<file path="src/hw/rtl/tile_cache_farthest_eviction_defines.svh">
// ============================================================================
// Tile cache assertion macros
// Shared concurrent assertion forms, clocked on clk and disabled in reset.
// ============================================================================
`ifndef TILE_CACHE_FARTHEST_EVICTION_DEFINES_SVH
`define TILE_CACHE_FARTHEST_EVICTION_DEFINES_SVH

// The consequent must hold in the same cycle as the antecedent.
`define TCFE_ASSERT_SAME(label, ante, cons, msg) \
	label: assert property (@(posedge clk) disable iff (!arst_n) (ante) |-> (cons)) \
		else $error(msg);

// The consequent must hold in the cycle after the antecedent.
`define TCFE_ASSERT_NEXT(label, ante, cons, msg) \
	label: assert property (@(posedge clk) disable iff (!arst_n) (ante) |=> (cons)) \
		else $error(msg);

`endif

</file>
<file path="src/hw/rtl/tcfe_pkg.sv">
// ============================================================================
// Tile cache package
// Widths, status codes and defaults shared by the tile cache files.
// ============================================================================
package tcfe_pkg;

	localparam int CACHE_SLOTS_DEF = 16;
	localparam int MAP_TILES       = 64;
	localparam int COORD_W         = $clog2(MAP_TILES);
	localparam int TILE_W          = 8;
	localparam int SLOT_W          = 4;
	localparam int STATUS_W        = 2;

	typedef logic [STATUS_W-1:0] status_t;
	typedef logic [COORD_W-1:0]  coord_t;

	localparam status_t ST_NOT_IN_MAP = 2'd0;
	localparam status_t ST_HIT        = 2'd1;
	localparam status_t ST_FILLED     = 2'd2;
	localparam status_t ST_EVICTED    = 2'd3;

endpackage

</file>
<file path="src/hw/rtl/tcfe_req_if.sv">
// ============================================================================
// Tile cache request channel
// Valid/ready channel that carries one tile request item.
// ============================================================================
interface tcfe_req_if import tcfe_pkg::*; ();

	logic                     valid;
	logic                     ready;
	logic signed [TILE_W-1:0] tile_x;
	logic signed [TILE_W-1:0] tile_z;
	logic                     tile_in_map;
	coord_t                   center_x;
	coord_t                   center_z;

	modport source (
		output valid, tile_x, tile_z, tile_in_map, center_x, center_z,
		input  ready
	);

	modport sink (
		input  valid, tile_x, tile_z, tile_in_map, center_x, center_z,
		output ready
	);

endinterface

</file>
<file path="src/hw/rtl/tcfe_rsp_if.sv">
// ============================================================================
// Tile cache response channel
// Valid/ready channel that carries one lookup result item.
// ============================================================================
interface tcfe_rsp_if import tcfe_pkg::*; ();

	logic              valid;
	logic              ready;
	status_t           status;
	logic [SLOT_W-1:0] slot;
	coord_t            evicted_x;
	coord_t            evicted_z;

	modport source (
		output valid, status, slot, evicted_x, evicted_z,
		input  ready
	);

	modport sink (
		input  valid, status, slot, evicted_x, evicted_z,
		output ready
	);

endinterface

</file>
<file path="src/hw/rtl/tile_cache_farthest_eviction.sv">
// ============================================================================
// Tile cache with farthest-from-center eviction
// Fully associative cache of map tile coordinates held in one synchronous RAM.
// ============================================================================
// Usage: a request item on req names a tile (tile_x, tile_z), whether the map
// holds it, and the current center tile. Every request gives exactly one
// result item on rsp: not in map, hit, filled an empty slot, or evicted the
// slot farthest (Manhattan distance) from the center and replaced it.
// Sequencing: a request outside the map or absent goes straight to the
// result stage after acceptance. A lookup scans the tag RAM once, one slot
// read per cycle, and a hit or a fill goes to the output register when that
// scan closes. When every slot is full a second scan of the same length
// computes distances before the eviction result loads. The next request is
// taken the cycle after the result loads, so the pace of lookups is set by
// the single read port of the tag RAM, and one item is in work at a time.
// Reset clears all slot valid bits, the sequencer and the output valid flag;
// the RAM contents are left as they are and are only read from valid slots.
// Stalls: the result sits in an output register. While it waits for rsp.ready
// the block already accepts and works on the next request; it holds that
// request's result until the output register frees up.
// ============================================================================
`include "tile_cache_farthest_eviction_defines.svh"

module tile_cache_farthest_eviction import tcfe_pkg::*; #(
	parameter int CACHE_SLOTS = CACHE_SLOTS_DEF
) (
	input  logic       clk,
	input  logic       arst_n,
	tcfe_req_if.sink   req,
	tcfe_rsp_if.source rsp
);

	localparam int IW = (CACHE_SLOTS > 1) ? $clog2(CACHE_SLOTS) : 1;
	localparam int CW = $clog2(CACHE_SLOTS + 1);
	localparam int DW = COORD_W + 1;
	localparam int EW = 2 * COORD_W;

	// Sequencer codes.
	localparam logic [1:0] S_IDLE  = 2'd0;
	localparam logic [1:0] S_MATCH = 2'd1;
	localparam logic [1:0] S_EVICT = 2'd2;
	localparam logic [1:0] S_DONE  = 2'd3;

	logic [1:0] state_q;

	// Tag RAM: {column, row} per slot. Validity lives in flip-flops.
	logic [EW-1:0]          mem [CACHE_SLOTS];
	logic [CACHE_SLOTS-1:0] valid_q;

	// Scan counter and the RAM read pipeline stage.
	logic [CW-1:0] cnt_q;
	logic          rd_issue;
	logic [IW-1:0] rd_addr;
	logic          rd_vld_s1;
	logic [IW-1:0] rd_idx_s1;
	logic [EW-1:0] rd_data_s1;
	logic          scan_end;

	// The request under work.
	coord_t col_q, row_q, cx_q, cz_q;
	logic   req_in_map;

	// First scan: hit and lowest empty slot.
	logic          hit_q, free_q;
	logic [IW-1:0] hit_idx_q, free_idx_q;

	// Second scan: farthest slot so far.
	logic [DW-1:0] slot_dist;
	logic [DW-1:0] best_q;
	logic [IW-1:0] best_idx_q;
	logic [EW-1:0] best_data_q;
	logic          take_best;

	// Memory write port.
	logic          mem_we;
	logic [IW-1:0] mem_wa;

	// Finished result and the output register.
	status_t           res_status_q;
	logic [SLOT_W-1:0] res_slot_q;
	coord_t            res_ex_q, res_ez_q;
	logic              out_valid_q;
	status_t           out_status_q;
	logic [SLOT_W-1:0] out_slot_q;
	coord_t            out_ex_q, out_ez_q;
	logic              out_load;

	// A tile lies in the map when both signed coordinates fall in 0..63.
	assign req_in_map = req.tile_in_map
		&& (req.tile_x[TILE_W-1:COORD_W] == '0)
		&& (req.tile_z[TILE_W-1:COORD_W] == '0);

	assign req.ready = (state_q == S_IDLE);

	assign rd_issue = ((state_q == S_MATCH) || (state_q == S_EVICT))
		&& (cnt_q != CW'(CACHE_SLOTS));
	assign rd_addr  = cnt_q[IW-1:0];
	// The scan is over once every slot was issued and the last read came back.
	assign scan_end = (cnt_q == CW'(CACHE_SLOTS)) && !rd_vld_s1;

	// Manhattan distance of the slot just read from the request's center.
	always_comb begin
		coord_t ec, er;
		coord_t dc, dr;
		ec = rd_data_s1[EW-1:COORD_W];
		er = rd_data_s1[COORD_W-1:0];
		dc = (ec > cx_q) ? (ec - cx_q) : (cx_q - ec);
		dr = (er > cz_q) ? (er - cz_q) : (cz_q - er);
		slot_dist = {1'b0, dc} + {1'b0, dr};
	end

	// Slot 0 always seeds the search; later slots win only when strictly farther.
	assign take_best = rd_vld_s1 && ((rd_idx_s1 == '0) || (slot_dist > best_q));

	assign mem_we = ((state_q == S_MATCH) && scan_end && !hit_q && free_q)
		|| ((state_q == S_EVICT) && scan_end);
	assign mem_wa = (state_q == S_EVICT) ? best_idx_q : free_idx_q;

	assign out_load = (state_q == S_DONE) && (!out_valid_q || rsp.ready);

	// Tag RAM with a registered read port.
	always_ff @(posedge clk) begin
		if (mem_we) begin
			mem[mem_wa] <= {col_q, row_q};
		end
		rd_data_s1 <= mem[rd_addr];
	end

	// Control state.
	always_ff @(posedge clk or negedge arst_n) begin
		if (!arst_n) begin
			state_q     <= S_IDLE;
			valid_q     <= '0;
			cnt_q       <= '0;
			rd_vld_s1   <= 1'b0;
			hit_q       <= 1'b0;
			free_q      <= 1'b0;
			out_valid_q <= 1'b0;
		end else begin
			rd_vld_s1 <= rd_issue;
			if (rd_issue) begin
				cnt_q <= cnt_q + CW'(1);
			end
			if (mem_we) begin
				valid_q[mem_wa] <= 1'b1;
			end
			if (out_load) begin
				out_valid_q <= 1'b1;
			end else if (rsp.ready) begin
				out_valid_q <= 1'b0;
			end
			case (state_q)
				S_IDLE: begin
					if (req.valid) begin
						cnt_q   <= '0;
						hit_q   <= 1'b0;
						free_q  <= 1'b0;
						state_q <= req_in_map ? S_MATCH : S_DONE;
					end
				end
				S_MATCH: begin
					if (rd_vld_s1) begin
						if (valid_q[rd_idx_s1]) begin
							if (rd_data_s1 == {col_q, row_q}) begin
								hit_q <= 1'b1;
							end
						end else begin
							free_q <= 1'b1;
						end
					end
					if (scan_end) begin
						if (hit_q || free_q) begin
							state_q <= S_DONE;
						end else begin
							cnt_q   <= '0;
							state_q <= S_EVICT;
						end
					end
				end
				S_EVICT: begin
					if (scan_end) begin
						state_q <= S_DONE;
					end
				end
				S_DONE: begin
					if (out_load) begin
						state_q <= S_IDLE;
					end
				end
				default: begin
					state_q <= S_IDLE;
				end
			endcase
		end
	end

	// Datapath registers.
	always_ff @(posedge clk) begin
		rd_idx_s1 <= rd_addr;
		if (take_best && (state_q == S_EVICT)) begin
			best_q      <= slot_dist;
			best_idx_q  <= rd_idx_s1;
			best_data_q <= rd_data_s1;
		end
		if (out_load) begin
			out_status_q <= res_status_q;
			out_slot_q   <= res_slot_q;
			out_ex_q     <= res_ex_q;
			out_ez_q     <= res_ez_q;
		end
		case (state_q)
			S_IDLE: begin
				col_q        <= req.tile_x[COORD_W-1:0];
				row_q        <= req.tile_z[COORD_W-1:0];
				cx_q         <= req.center_x;
				cz_q         <= req.center_z;
				res_status_q <= ST_NOT_IN_MAP;
				res_slot_q   <= '0;
				res_ex_q     <= '0;
				res_ez_q     <= '0;
			end
			S_MATCH: begin
				// Only the first match and the first empty slot are kept.
				if (rd_vld_s1) begin
					if (valid_q[rd_idx_s1]) begin
						if (!hit_q && (rd_data_s1 == {col_q, row_q})) begin
							hit_idx_q <= rd_idx_s1;
						end
					end else if (!free_q) begin
						free_idx_q <= rd_idx_s1;
					end
				end
				if (scan_end) begin
					if (hit_q) begin
						res_status_q <= ST_HIT;
						res_slot_q   <= SLOT_W'(hit_idx_q);
					end else if (free_q) begin
						res_status_q <= ST_FILLED;
						res_slot_q   <= SLOT_W'(free_idx_q);
					end
				end
			end
			S_EVICT: begin
				if (scan_end) begin
					res_status_q <= ST_EVICTED;
					res_slot_q   <= SLOT_W'(best_idx_q);
					res_ex_q     <= best_data_q[EW-1:COORD_W];
					res_ez_q     <= best_data_q[COORD_W-1:0];
				end
			end
			default: begin
			end
		endcase
	end

	assign rsp.valid     = out_valid_q;
	assign rsp.status    = out_status_q;
	assign rsp.slot      = out_slot_q;
	assign rsp.evicted_x = out_ex_q;
	assign rsp.evicted_z = out_ez_q;

	// Eviction is only reached with every slot occupied.
	`TCFE_ASSERT_SAME(a_evict_full, state_q == S_EVICT, &valid_q, "eviction scan with an empty slot")
	// Slots never become empty again outside reset.
	`TCFE_ASSERT_NEXT(a_valid_sticky, 1'b1, (valid_q & $past(valid_q)) == $past(valid_q), "slot valid bit dropped")
	// A recorded hit always points at an occupied slot.
	`TCFE_ASSERT_SAME(a_hit_valid, (state_q == S_MATCH) && hit_q, valid_q[hit_idx_q], "hit on an empty slot")
	// Evicted coordinates are zero unless the result is an eviction.
	`TCFE_ASSERT_SAME(a_ev_zero, rsp.valid && (rsp.status != ST_EVICTED), (rsp.evicted_x == '0) && (rsp.evicted_z == '0), "evicted fields set without eviction")

endmodule

</file>
<file path="src/flat_wrapper.sv">
// flat-port wrapper written by rule: the top's interface ports become plain ports
module tile_cache_farthest_eviction_flat import tcfe_pkg::*;
#(
	parameter int CACHE_SLOTS = CACHE_SLOTS_DEF
)
  (clk, arst_n, req_valid, req_tile_x, req_tile_z, req_tile_in_map, req_center_x, req_center_z, req_ready, rsp_valid, rsp_status, rsp_slot, rsp_evicted_x, rsp_evicted_z, rsp_ready);
  tcfe_req_if req_i ();
  tcfe_rsp_if rsp_i ();
  input  logic clk;
  input  logic arst_n;
  input wire logic [$bits(req_i.valid)-1:0] req_valid;
  input wire logic [$bits(req_i.tile_x)-1:0] req_tile_x;
  input wire logic [$bits(req_i.tile_z)-1:0] req_tile_z;
  input wire logic [$bits(req_i.tile_in_map)-1:0] req_tile_in_map;
  input wire logic [$bits(req_i.center_x)-1:0] req_center_x;
  input wire logic [$bits(req_i.center_z)-1:0] req_center_z;
  output wire logic [$bits(req_i.ready)-1:0] req_ready;
  output wire logic [$bits(rsp_i.valid)-1:0] rsp_valid;
  output wire logic [$bits(rsp_i.status)-1:0] rsp_status;
  output wire logic [$bits(rsp_i.slot)-1:0] rsp_slot;
  output wire logic [$bits(rsp_i.evicted_x)-1:0] rsp_evicted_x;
  output wire logic [$bits(rsp_i.evicted_z)-1:0] rsp_evicted_z;
  input wire logic [$bits(rsp_i.ready)-1:0] rsp_ready;
  assign req_i.valid = req_valid;
  assign req_i.tile_x = req_tile_x;
  assign req_i.tile_z = req_tile_z;
  assign req_i.tile_in_map = req_tile_in_map;
  assign req_i.center_x = req_center_x;
  assign req_i.center_z = req_center_z;
  assign req_ready = req_i.ready;
  assign rsp_valid = rsp_i.valid;
  assign rsp_status = rsp_i.status;
  assign rsp_slot = rsp_i.slot;
  assign rsp_evicted_x = rsp_i.evicted_x;
  assign rsp_evicted_z = rsp_i.evicted_z;
  assign rsp_i.ready = rsp_ready;
  tile_cache_farthest_eviction #(.CACHE_SLOTS(CACHE_SLOTS)) u_core (.clk(clk), .arst_n(arst_n), .req(req_i), .rsp(rsp_i));
endmodule
</file>
<file path="config.mk">
export PLATFORM = sky130hd
export DESIGN_NAME = tile_cache_farthest_eviction_flat
export DESIGN_NICKNAME = d
export VERILOG_FILES = /design/src/hw/rtl/tcfe_pkg.sv /design/src/hw/rtl/tcfe_req_if.sv /design/src/hw/rtl/tcfe_rsp_if.sv /design/src/hw/rtl/tile_cache_farthest_eviction.sv /design/src/flat_wrapper.sv
export VERILOG_INCLUDE_DIRS = /design/src /design/src/hw/rtl
export SDC_FILE = /design/constraint.sdc
export NUM_CORES = 1
export LEC_CHECK = 0
export BUFFER_PORTS_ARGS = -buffer_cell sky130_fd_sc_hd__clkbuf_2
export CAP_MARGIN = 20
export CORE_UTILIZATION = 39
export CTS_CLUSTER_DIAMETER = 200
export CTS_CLUSTER_SIZE = 25
export DETAILED_ROUTE_END_ITERATION = 16
export HOLD_SLACK_MARGIN = 0.05
export PLACE_DENSITY = 0.59
export SETUP_SLACK_MARGIN = 0.05
export SYNTH_ARGS = -nofsm -noshare
export SYNTH_HDL_FRONTEND = slang
export SYNTH_SLANG_ARGS = --single-unit
</file>
<file path="constraint.sdc">
create_clock -name clk -period 7.05 [get_ports clk]
set_input_delay 1.0575 -clock clk [delete_from_list [all_inputs] [get_ports clk]]
set_output_delay 1.0575 -clock clk [all_outputs]
set_load 0.02 [all_outputs]
</file>
# Word level (Yosys, flattened, before mapping)
# Memory sizes are Yosys's and may differ from the RTL's. A register that Yosys moved wholly into a read port is not among the register bits.
# Index checks and enable logic that the tools add are counted.
# totals
input_bits	33
mem_bits_rw	192
n_memories	1
reg_bits	122
# memory_table
name	words	width	rd	rd_clocked_by_memory_dff	write_ports	line_no	text
u_core.mem	16	12	1	1	1	tile_cache_farthest_eviction.sv:47	logic [EW-1:0] mem [CACHE_SLOTS];
# op_classes
n_bitwise	3
magnitude_cmp	6
addsub	6
eq_ne	15
mux	44
n_reduce_logical	36
# ops
op	count
$mux 6	4
$pmux 6 s2	2
$sub 6x6->6	4
$mux 4	5
$mux 5	4
$reduce_and 4->1	5
$mux 2	8
$or 16x16->16	1
$logic_and 1x1->1	13
$mux 1	13
$eq 12x12->1	1
$gt 6x6->1	2
$pmux 4 s3	1
$lt 4x5->1 const B	2
$pmux 5 s2	1
$ne 2x1->1 const B	4
$ne 2x2->1 const B	4
$pmux 2 s4	1
$add 6x6->7	1
$gt 7x7->1	1
$logic_not 2->1	3
$pmux 2 s3	1
$reduce_bool 2->1	3
$add 5x1->5 const B	1
other kinds (16)	25

# Longest topological paths before layout
# Gate-level depths: netlist of run 1.
# depth
ltp_word	8
depth_mapped	23
ltp_nobuf	22

# Least setup slack after synthesis of run 1
# Ideal clock, no wire load.
# synth_path
path_type	reg-to-reg
startpoint	register u_core.rd_data_s1[6], read port of u_core.mem
endpoint	register u_core.best_data_q[0] (enable)
n_path_buf	0
arrival_time_ps	4785
setup_ps	411
path_stages_with_launch	21
required_ps	6639
path_slack_ps	1854
path_cell_list	dfxtp_1 > inv_1 > ha_1 > inv_1 > fa_1 > a211oi_1 > nor2_1 > o311ai_4 > mux2_2 > fa_1 > a21oi_1 > nor2_1 > nor2_1 > nor2b_1 > o21ai_0 > nand2b_1 > ha_1 > nand3_1 > a21oi_1 > o22ai_1 > a21oi_1
# synth_between
elab_chain_cells	7
# synth_rtl
item	line_no	text
start, declared	tile_cache_farthest_eviction.sv:56	logic [EW-1:0] rd_data_s1;
$sub 6x6->6 / $gt 6x6->1 (equally long branches)	tile_cache_farthest_eviction.sv:107	dc = (ec > cx_q) ? (ec - cx_q) : (cx_q - ec);
$mux 6 (*)	tile_cache_farthest_eviction.sv:107	
$add 6x6->7 (*)	tile_cache_farthest_eviction.sv:109	slot_dist = {1'b0, dc} + {1'b0, dr};
via u_core.slot_dist[6]	tile_cache_farthest_eviction.sv:68	logic [DW-1:0] slot_dist;
$gt 7x7->1 (*)	tile_cache_farthest_eviction.sv:113	assign take_best = rd_vld_s1 && ((rd_idx_s1 == '0) || (slot_dist > best_q));
$logic_or 1x1->1 (*)	tile_cache_farthest_eviction.sv:113	
$logic_and 1x1->1 (*)	tile_cache_farthest_eviction.sv:113	
$logic_and 1x1->1 (*)	tile_cache_farthest_eviction.sv:200	if (take_best && (state_q == S_EVICT)) begin
end signal, assigned	tile_cache_farthest_eviction.sv:203	best_data_q <= rd_data_s1;
end, declared	tile_cache_farthest_eviction.sv:71	logic [EW-1:0] best_data_q;
# The timed path passes the listed nets; every way through them passes the cells marked *.
# A chain may end at the register's enable or synchronous reset.

# Worst setup path after layout of run 1
# layout_path
startpoint	register u_core.rd_data_s1[6], read port of u_core.mem
endpoint	register u_core.best_data_q[10] (enable)
# Same word-level chain as after synthesis.

==> results by group, run 1 <==
Placed design
  – Placed cell count: 1272
  – Final HPWL DP: 17.1 mm
  – DP Worst Slack: approximately 2.1 ns
  – Placement Cell Area: 14400 µm²
  – I/O Buffers: 52
  – GP Congestion: 0.815

Cells and area
  – Nets: roughly 920
  – Share of cells above drive strength 1: 0.225
  – Final instance area: 14900 µm²
  – Final core occ: 0.441
  – Reg area: 9500 µm²
  – Multi-input logic area: roughly 3700 µm²
  – Area grow syn2layout: 10.3%
  – Final Instance Count excl. Fillers: 1303
  – Fillers: 2953

Timing
  – Final hold violation count: 0
  – Worst setup margin: between 2 and 2.5 ns
  – Worst-Margin Slew: about 1.1 ns
  – Max Clk Rate: approximately 0.20 GHz
  – Relative slew slack: 0.294
  – Fin Setup TNS: 0 ns
  – Setup violators final: 0
  – Fin crit period: 5.01 ns
  – Final Skew: 0.0344 ns
  – Fin crit share: 0.710
  – RSZ-0062 raised after global routing: false
  – Fin Hold WS: 0.426 ns
  – Max-slew violation count: 0

Drt
  – Post-DRT Antenna Nets: 0
  – Drt pass-1 iters: 5
  – DRT iter0 DRCs: between 500 and 600
  – Routed WL per cell: 21.0 µm
  – Via count: 6702
  – DR vias/cell: 5.14
  – DRC: 0
  – Detailed Route WL: about 27 mm

CTS
  – CTS tree: built
  – Post-CTS Resized: 0
  – Setup bufs post-CTS: 0
  – TritonCTS buffer count: 17
  – Hold buffers post-CTS: 0
  – Clock Root Buffer: clkbuf_16
  – Clock Tree Buf Depth: 3
  – Clock transition at path regs: 0.11 ns
  – Clk sinks: 326
  – Latest clock arrival within the worst-skew pair: 0.52 ns
  – H-tree depth: 1

Critical path
  – Worst Setup Start Kind: register
  – CP cell instances: inv_1, ha_1, inv_1, fa_1, a211oi_1, nor2_1, o311ai_4, mux2_2, fa_1, a21oi_1, nor2_1, nor2_1, nor2b_1, o21ai_0, nand2b_1, ha_1, nand3_1, a21oi_1, o22ai_1, a21oi_2, buf_4
  – Critical path's largest stage delay: roughly 0.48 ns
  – WP data required: around 7.3 ns
  – CP max-delay cell: fa_1
  – Most frequent CP cell: nor2_1
  – Critical path class: register to register
  – Worst-path fanout max: 18
  – Crit path arrival time: 5.21 ns
  – Nature of the critical path endpoint: register
  – Worst r2r path cells: 21

Pwr
  – Sequential share of power: 0.430
  – Power consumption: 6.82 mW
  – Power density cells: 458 nW/µm²
  – Leakage Power: 5.27 nW
  – Int Pwr: 4.36 mW
  – Sw Share: 0.361
  – Net load switching power: roughly 2.5 mW
  – Gate power share: 0.412
  – Max IR drop VDD: 0.000285 V
  – Clock network power share: 0.158

Floorplan
  – Cell Rows: between 60 and 70
  – Die span in x: 188 µm
  – CORE AREA: ~34000 µm²
  – Initial Utilization: 0.400
  – # IOs: 53
  – Die Y-Extent: 188 µm
  – Die area: 35400 µm²

Logic synthesis
  – Asr flop ratio synth: 0.0828
  – Cell Area, Synth: 13500 µm²
  – Avg Inst Size Synth: 17.4 µm²
  – Post-Syn Nets: 855
  – EDFF count, synth: about 280
  – Number of synthesized register bits: 326
  – Post-Syn Instances: around 780
  – Most used DFF post-synth: edfxtp_1
  – Unique masters post-synth: 60
  – Syn. warnings: 0
  – Seq/Total Area, Yosys: 0.703

Min path
  – Worst hold path type: register to register
  – Cells on Worst Hold Path: 0

Global route
  – Initial antenna violation count: 0
  – Number of global-route vias before repair: 6702
  – GR Util All Layers: 0.157
  – First-pass GRT wire length: 41.6 mm
  – Largest net degree at the start of global routing: 53
  – Grt ovf: 0

Flow run
  – Max_cap viols: 0

Outcome
  – Outcome: completed
==> cell usage after synthesis, types with 12 or more instances <==
master / count / share of area
xnor2_1: 15 / 0.0097
dfxtp_1: 16 / 0.024
clkbuf_1: 13 / 0.0036
and2_1: 16 / 0.0074
nor2b_1: 12 / 0.0056
nor2_1: 42 / 0.012
dfrtp_1: 27 / 0.050
or2_2: 17 / 0.0079
a21oi_1: 19 / 0.0070
mux4_2: 64 / 0.11
o21ai_0: 17 / 0.0063
edfxtp_1: 283 / 0.63
inv_1: 51 / 0.014
ha_1: 41 / 0.038
nand2_1: 29 / 0.0081
==> worst max-delay path: cells and delay by family, from the launching register on <==
kind,cells,cell delay (ns)
compound gates,7,1.48
fa+ha+maj,4,1.39
buf+inv,3,0.45
flops,1,0.36
mux,1,0.42
simple gates,6,0.59
==> power by group through the flow <==
stage                     combinational (mW)  clock [mW]  sequential, mW
after floorplan                         2.18           0            2.85
after global placement                  2.81           0            2.98
after detailed placement                2.81           0            2.99
after CTS                               2.83        1.11            2.94
after global routing                    3.13        1.18            2.98
final                                   2.81        1.07            2.93
==> kinds of logic (layout without fill, tap and decap cells) <==
logic type	after synthesis	in the layout	share of synthesized area
XOR/XNOR	25	25	0.0162
multiplexers	81	81	0.121
buffers and inverters	76	154	0.0223
adder cells (fa/ha/maj)	46	46	0.0454
flip-flops	326	326	0.703
AO/OA/AOI/OAI	70	70	0.0345
other	0	1	0
AND/OR/NAND/NOR	152	152	0.0583
==> sequential cells by signal, indices dropped and copies added, names as in the netlist, 5 cells and up <==
signal and flops:
u_core.best_data_q 12, u_core.best_q 7, u_core.cnt_q 5, u_core.col_q 6, u_core.cx_q 6, u_core.cz_q 6
u_core.mem 192, u_core.rd_data_s1 12, u_core.res_ex_q 6, u_core.res_ez_q 6, u_core.row_q 6, u_core.rsp.evicted_x 6
u_core.rsp.evicted_z 6, u_core.valid_q 16
==> layout by cell type (no fill, tap or decap), types with 3 or more instances in the layout <==
master,synthesis,layout
o21ai_0,17,17
buf_4,0,21
fa_1,5,5
nand3_1,5,5
a21o_1,6,6
nand2_1,29,29
dfrtp_1,27,25
a21oi_1,19,18
nor2b_1,12,12
mux2i_1,6,6
nand2b_1,5,5
mux2_2,9,9
xor2_1,10,10
mux4_2,64,64
dfxtp_1,16,16
a31oi_1,3,3
edfxtp_1,283,283
or2_2,17,17
xnor2_1,15,15
inv_1,51,51
clkbuf_1,13,11
clkbuf_16,0,17
nor2_1,42,42
clkbuf_2,0,52
or3_1,3,3
nand4_1,7,7
ha_1,41,40
and2_1,16,16
nor3_1,3,3
==> path summary, 6_finish.rpt <==
| kind | start | endpoint | slack (ns) |
|---|---|---|---|
| min in group asynchronous | arst_n | u_core.state_q[1] | 0.57 |
| worst min-delay path | u_core.res_ez_q[4] | u_core.rsp.evicted_z[4] | 0.43 |
| worst max-delay path | u_core.rd_data_s1[6] | u_core.best_data_q[10] | 2.04 |
| worst min register to register | u_core.res_ez_q[4] | u_core.rsp.evicted_z[4] | 0.43 |
| max in group asynchronous | arst_n | u_core.cnt_q[0] | 5.94 |
| worst max register to register | u_core.rd_data_s1[6] | u_core.best_data_q[10] | 2.04 |
==> final cells by class <==
| class | count | area share |
|---|---|---|
| clock buffers | 28 | 0.0313 |
| diodes | 1 | 0.000168 |
| well taps | 448 | 0.0376 |
| inverters | 51 | 0.0128 |
| flip-flops and latches | 326 | 0.638 |
| clock inverters | 2 | 0.00260 |
| repair buffers | 73 | 0.0281 |
| multi-input cells | 374 | 0.250 |
==> per-layer routing <==
layer	vias to the layer above	routed length, µm	track usage
met5	-	0	0
met4	0	374	0.0310
met3	25	972	0.0165
met2	140	12900	0.252
met1	3458	13100	0.233
li1	3079	-	-
Power figures use the tool's default switching activity.
==> inputs of run 2 (changes only) <==
clock period = 4.62 ns   (was 7.05 ns; I/O delays follow)
==> run 2 against run 1 <==
Sequential power increased by 50%. Clock power rose by 54%. Highest routed layer is now met5. Sequential share of layout area fell by 1.5 points. Critical endpoint is now u_core.best_data_q[1].
==> results by group, run 2 (synthesized netlist as in run 1, its figures left out) <==
Min path
  – Worst hold path type: input pin to async pin

CTS
  – Clock Root Buffer: clkbuf_16
  – Clock Tree Buf Depth: 3
  – CTS tree: built
  – Latest clock arrival within the worst-skew pair: 0.52 ns
  – Clk sinks: 326
  – Clock transition at path regs: between 0.1 and 0.15 ns
  – TritonCTS buffer count: 17
  – H-tree depth: 1

Cells and area
  – Reg area: 9500 µm²
  – Nets: 948
  – Multi-input logic area: approximately 3800 µm²
  – Commonest non-fill, non-tap cell in the layout: edfxtp_1
  – Fillers: 2911
  – Top Registers: u_core.mem x192, u_core.valid_q x16
  – Most frequent cells in the layout: 283 x edfxtp_1, 64 x mux4_2, 52 x clkbuf_2, 50 x inv_1, 41 x buf_4
  – Top reg by flops: u_core.mem
  – Final Instance Count excl. Fillers: approximately 1300
  – Area grow syn2layout: 12.9%
  – Final instance area: roughly 15000 µm²
  – Number of flip-flops under the largest register name: 192
  – Number of inserted diodes: 0
  – Share of cells above drive strength 1: 0.266

Placed design
  – Placement Cell Area: 14500 µm²
  – Final HPWL DP: 17.7 mm
  – DP Worst Slack: -0.135 ns
  – I/O Buffers: 52
  – Placed cell count: roughly 1300
  – GP Congestion: ~0.84

Critical path
  – Worst Setup Start Kind: register
  – Worst-path fanout max: 6
  – WP data required: ~4.9 ns
  – Worst r2r src: u_core.rd_data_s1[6]
  – Nature of the critical path endpoint: register
  – Critical path's largest stage delay: 0.36 ns
  – Worst r2r path cells: 19
  – CP cell instances: inv_1, ha_2, inv_2, fa_2, a211oi_2, nor2_2, o311ai_4, buf_6, mux2_1, nor4_1, and4b_1, ha_1, xnor2_2, ha_1, a21o_1, a21o_1, o22ai_4, a21oi_4, clkbuf_16
  – Bufs and invs on worst path: 4
  – Crit path arrival time: 4.83 ns
  – CP delay by family, top: compound AO/OA/AOI/OAI gates
  – Flop2flop setup slack: approximately 0.080 ns
  – CP max-delay cell: fa_2
  – Critical path class: register to register
  – Worst reg2reg endpoint: u_core.best_data_q[1]

Floorplan
  – # IOs: 53
  – Die Y-Extent: about 190 µm
  – Initial Utilization: 0.400
  – Die area: about 35000 µm²
  – CORE AREA: 33800 µm²
  – Die span in x: 188 µm
  – Cell Rows: 67

Timing
  – Relative slew slack: 0.365
  – Worst-Margin Slew: 0.952 ns
  – Worst setup margin: 0.0796 ns
  – Final Skew: between 0.02 and 0.025 ns
  – Final hold violation count: 0
  – Max-slew violation count: 0
  – Max Clk Rate: 0.220 GHz
  – Fin Hold WS: 0.220 ns
  – Fin crit share: 0.983
  – RSZ-0062 raised after global routing: true
  – Setup violators final: 0
  – Fin crit period: 4.54 ns

Pwr
  – Power density cells: roughly 770 nW/µm²
  – Power consumption: 11.7 mW
  – Max IR drop VDD: roughly 0.00062 V
  – Leakage Power: roughly 5.4 nW

Drt
  – Detailed Route WL: roughly 28 mm
  – Post-DRT Antenna Nets: 0
  – Via count: 6871
  – DRT iter0 DRCs: 560
  – DR vias/cell: a little over 5
  – Drt pass-1 iters: 5
  – Routed WL per cell: 21.2 µm
  – DRC: 0

Outcome
  – Outcome: completed

Global route
  – First-pass GRT wire length: around 42 mm
  – Grt ovf: 0
  – Number of global-route vias before repair: 6816
  – Initial antenna violation count: 2
  – GR Util All Layers: 0.161
  – Largest net degree at the start of global routing: 52

Flow run
  – Max_cap viols: 0
## run 2: worst max-delay path by stage
| stage | startpoint | end | slack (ns) | cells past startpoint |
|---|---|---|---|---|
| 6_report | u_core.rd_data_s1[6] | u_core.best_data_q[1] | 0.08 | 19 |
| 5_1_grt | u_core.rd_data_s1[6] | u_core.best_idx_q[2] | -0.06 | 23 |
| 4_1_cts | u_core.cx_q[0] | u_core.best_data_q[3] | 0.07 | 21 |
| 3_5_place_dp | u_core.cx_q[0] | u_core.best_data_q[5] | -0.13 | 21 |
| 3_3_place_gp | u_core.cx_q[0] | u_core.best_idx_q[2] | -0.03 | 21 |
| 2_1_floorplan | u_core.rd_data_s1[6] | u_core.best_data_q[0] | 0.12 | 20 |
## run 2: through the flow
stage          utilization  TNS [ns]
2_1_floorplan            -         0
3_3_place_gp         0.430    -0.647
3_5_place_dp         0.430     -3.09
4_1_cts              0.446         0
5_1_grt              0.452    -0.652
6_report             0.452         0
## run 2: layout make-up
| cell class | count | share of cell area |
|---|---|---|
| Multi-Input combinational cell | 375 | 0.252 |
| Sequential cell | 326 | 0.623 |
| Inverter | 51 | 0.0125 |
| Clock buffer | 28 | 0.0306 |
| Tap cell | 448 | 0.0367 |
| Clock inverter | 2 | 0.00254 |
| Timing Repair Buffer | 98 | 0.0430 |
## run 2: routing by layer
layer,global-route usage,part of all wire,vias up
li1,-,-,3128
met1,0.230,0.47,3557
met2,0.262,0.48,145
met3,0.0178,0.036,39
met4,0.0407,0.021,2
met5,0,0.00046,-
## run 2: repair_timing
item / 4_1_cts / 5_1_grt
gates cloned: 1 / 1
setup buffers: 1 / 6
pin swaps: 1 / 17
gates resized for setup: 2 / 23
endpoints found under the setup margin: 23 / 23
hold buffers: 0 / 0
## run 2: report_power, final
| part | total [mW] | internal (mW) | switching [mW] |
|---|---|---|---|
| clock | 1.65 | 0.718 | 0.927 |
| combinational | 5.68 | 2.65 | 3.03 |
| sequential | 4.40 | 3.98 | 0.414 |
| total | 11.7 | 7.35 | 4.37 |
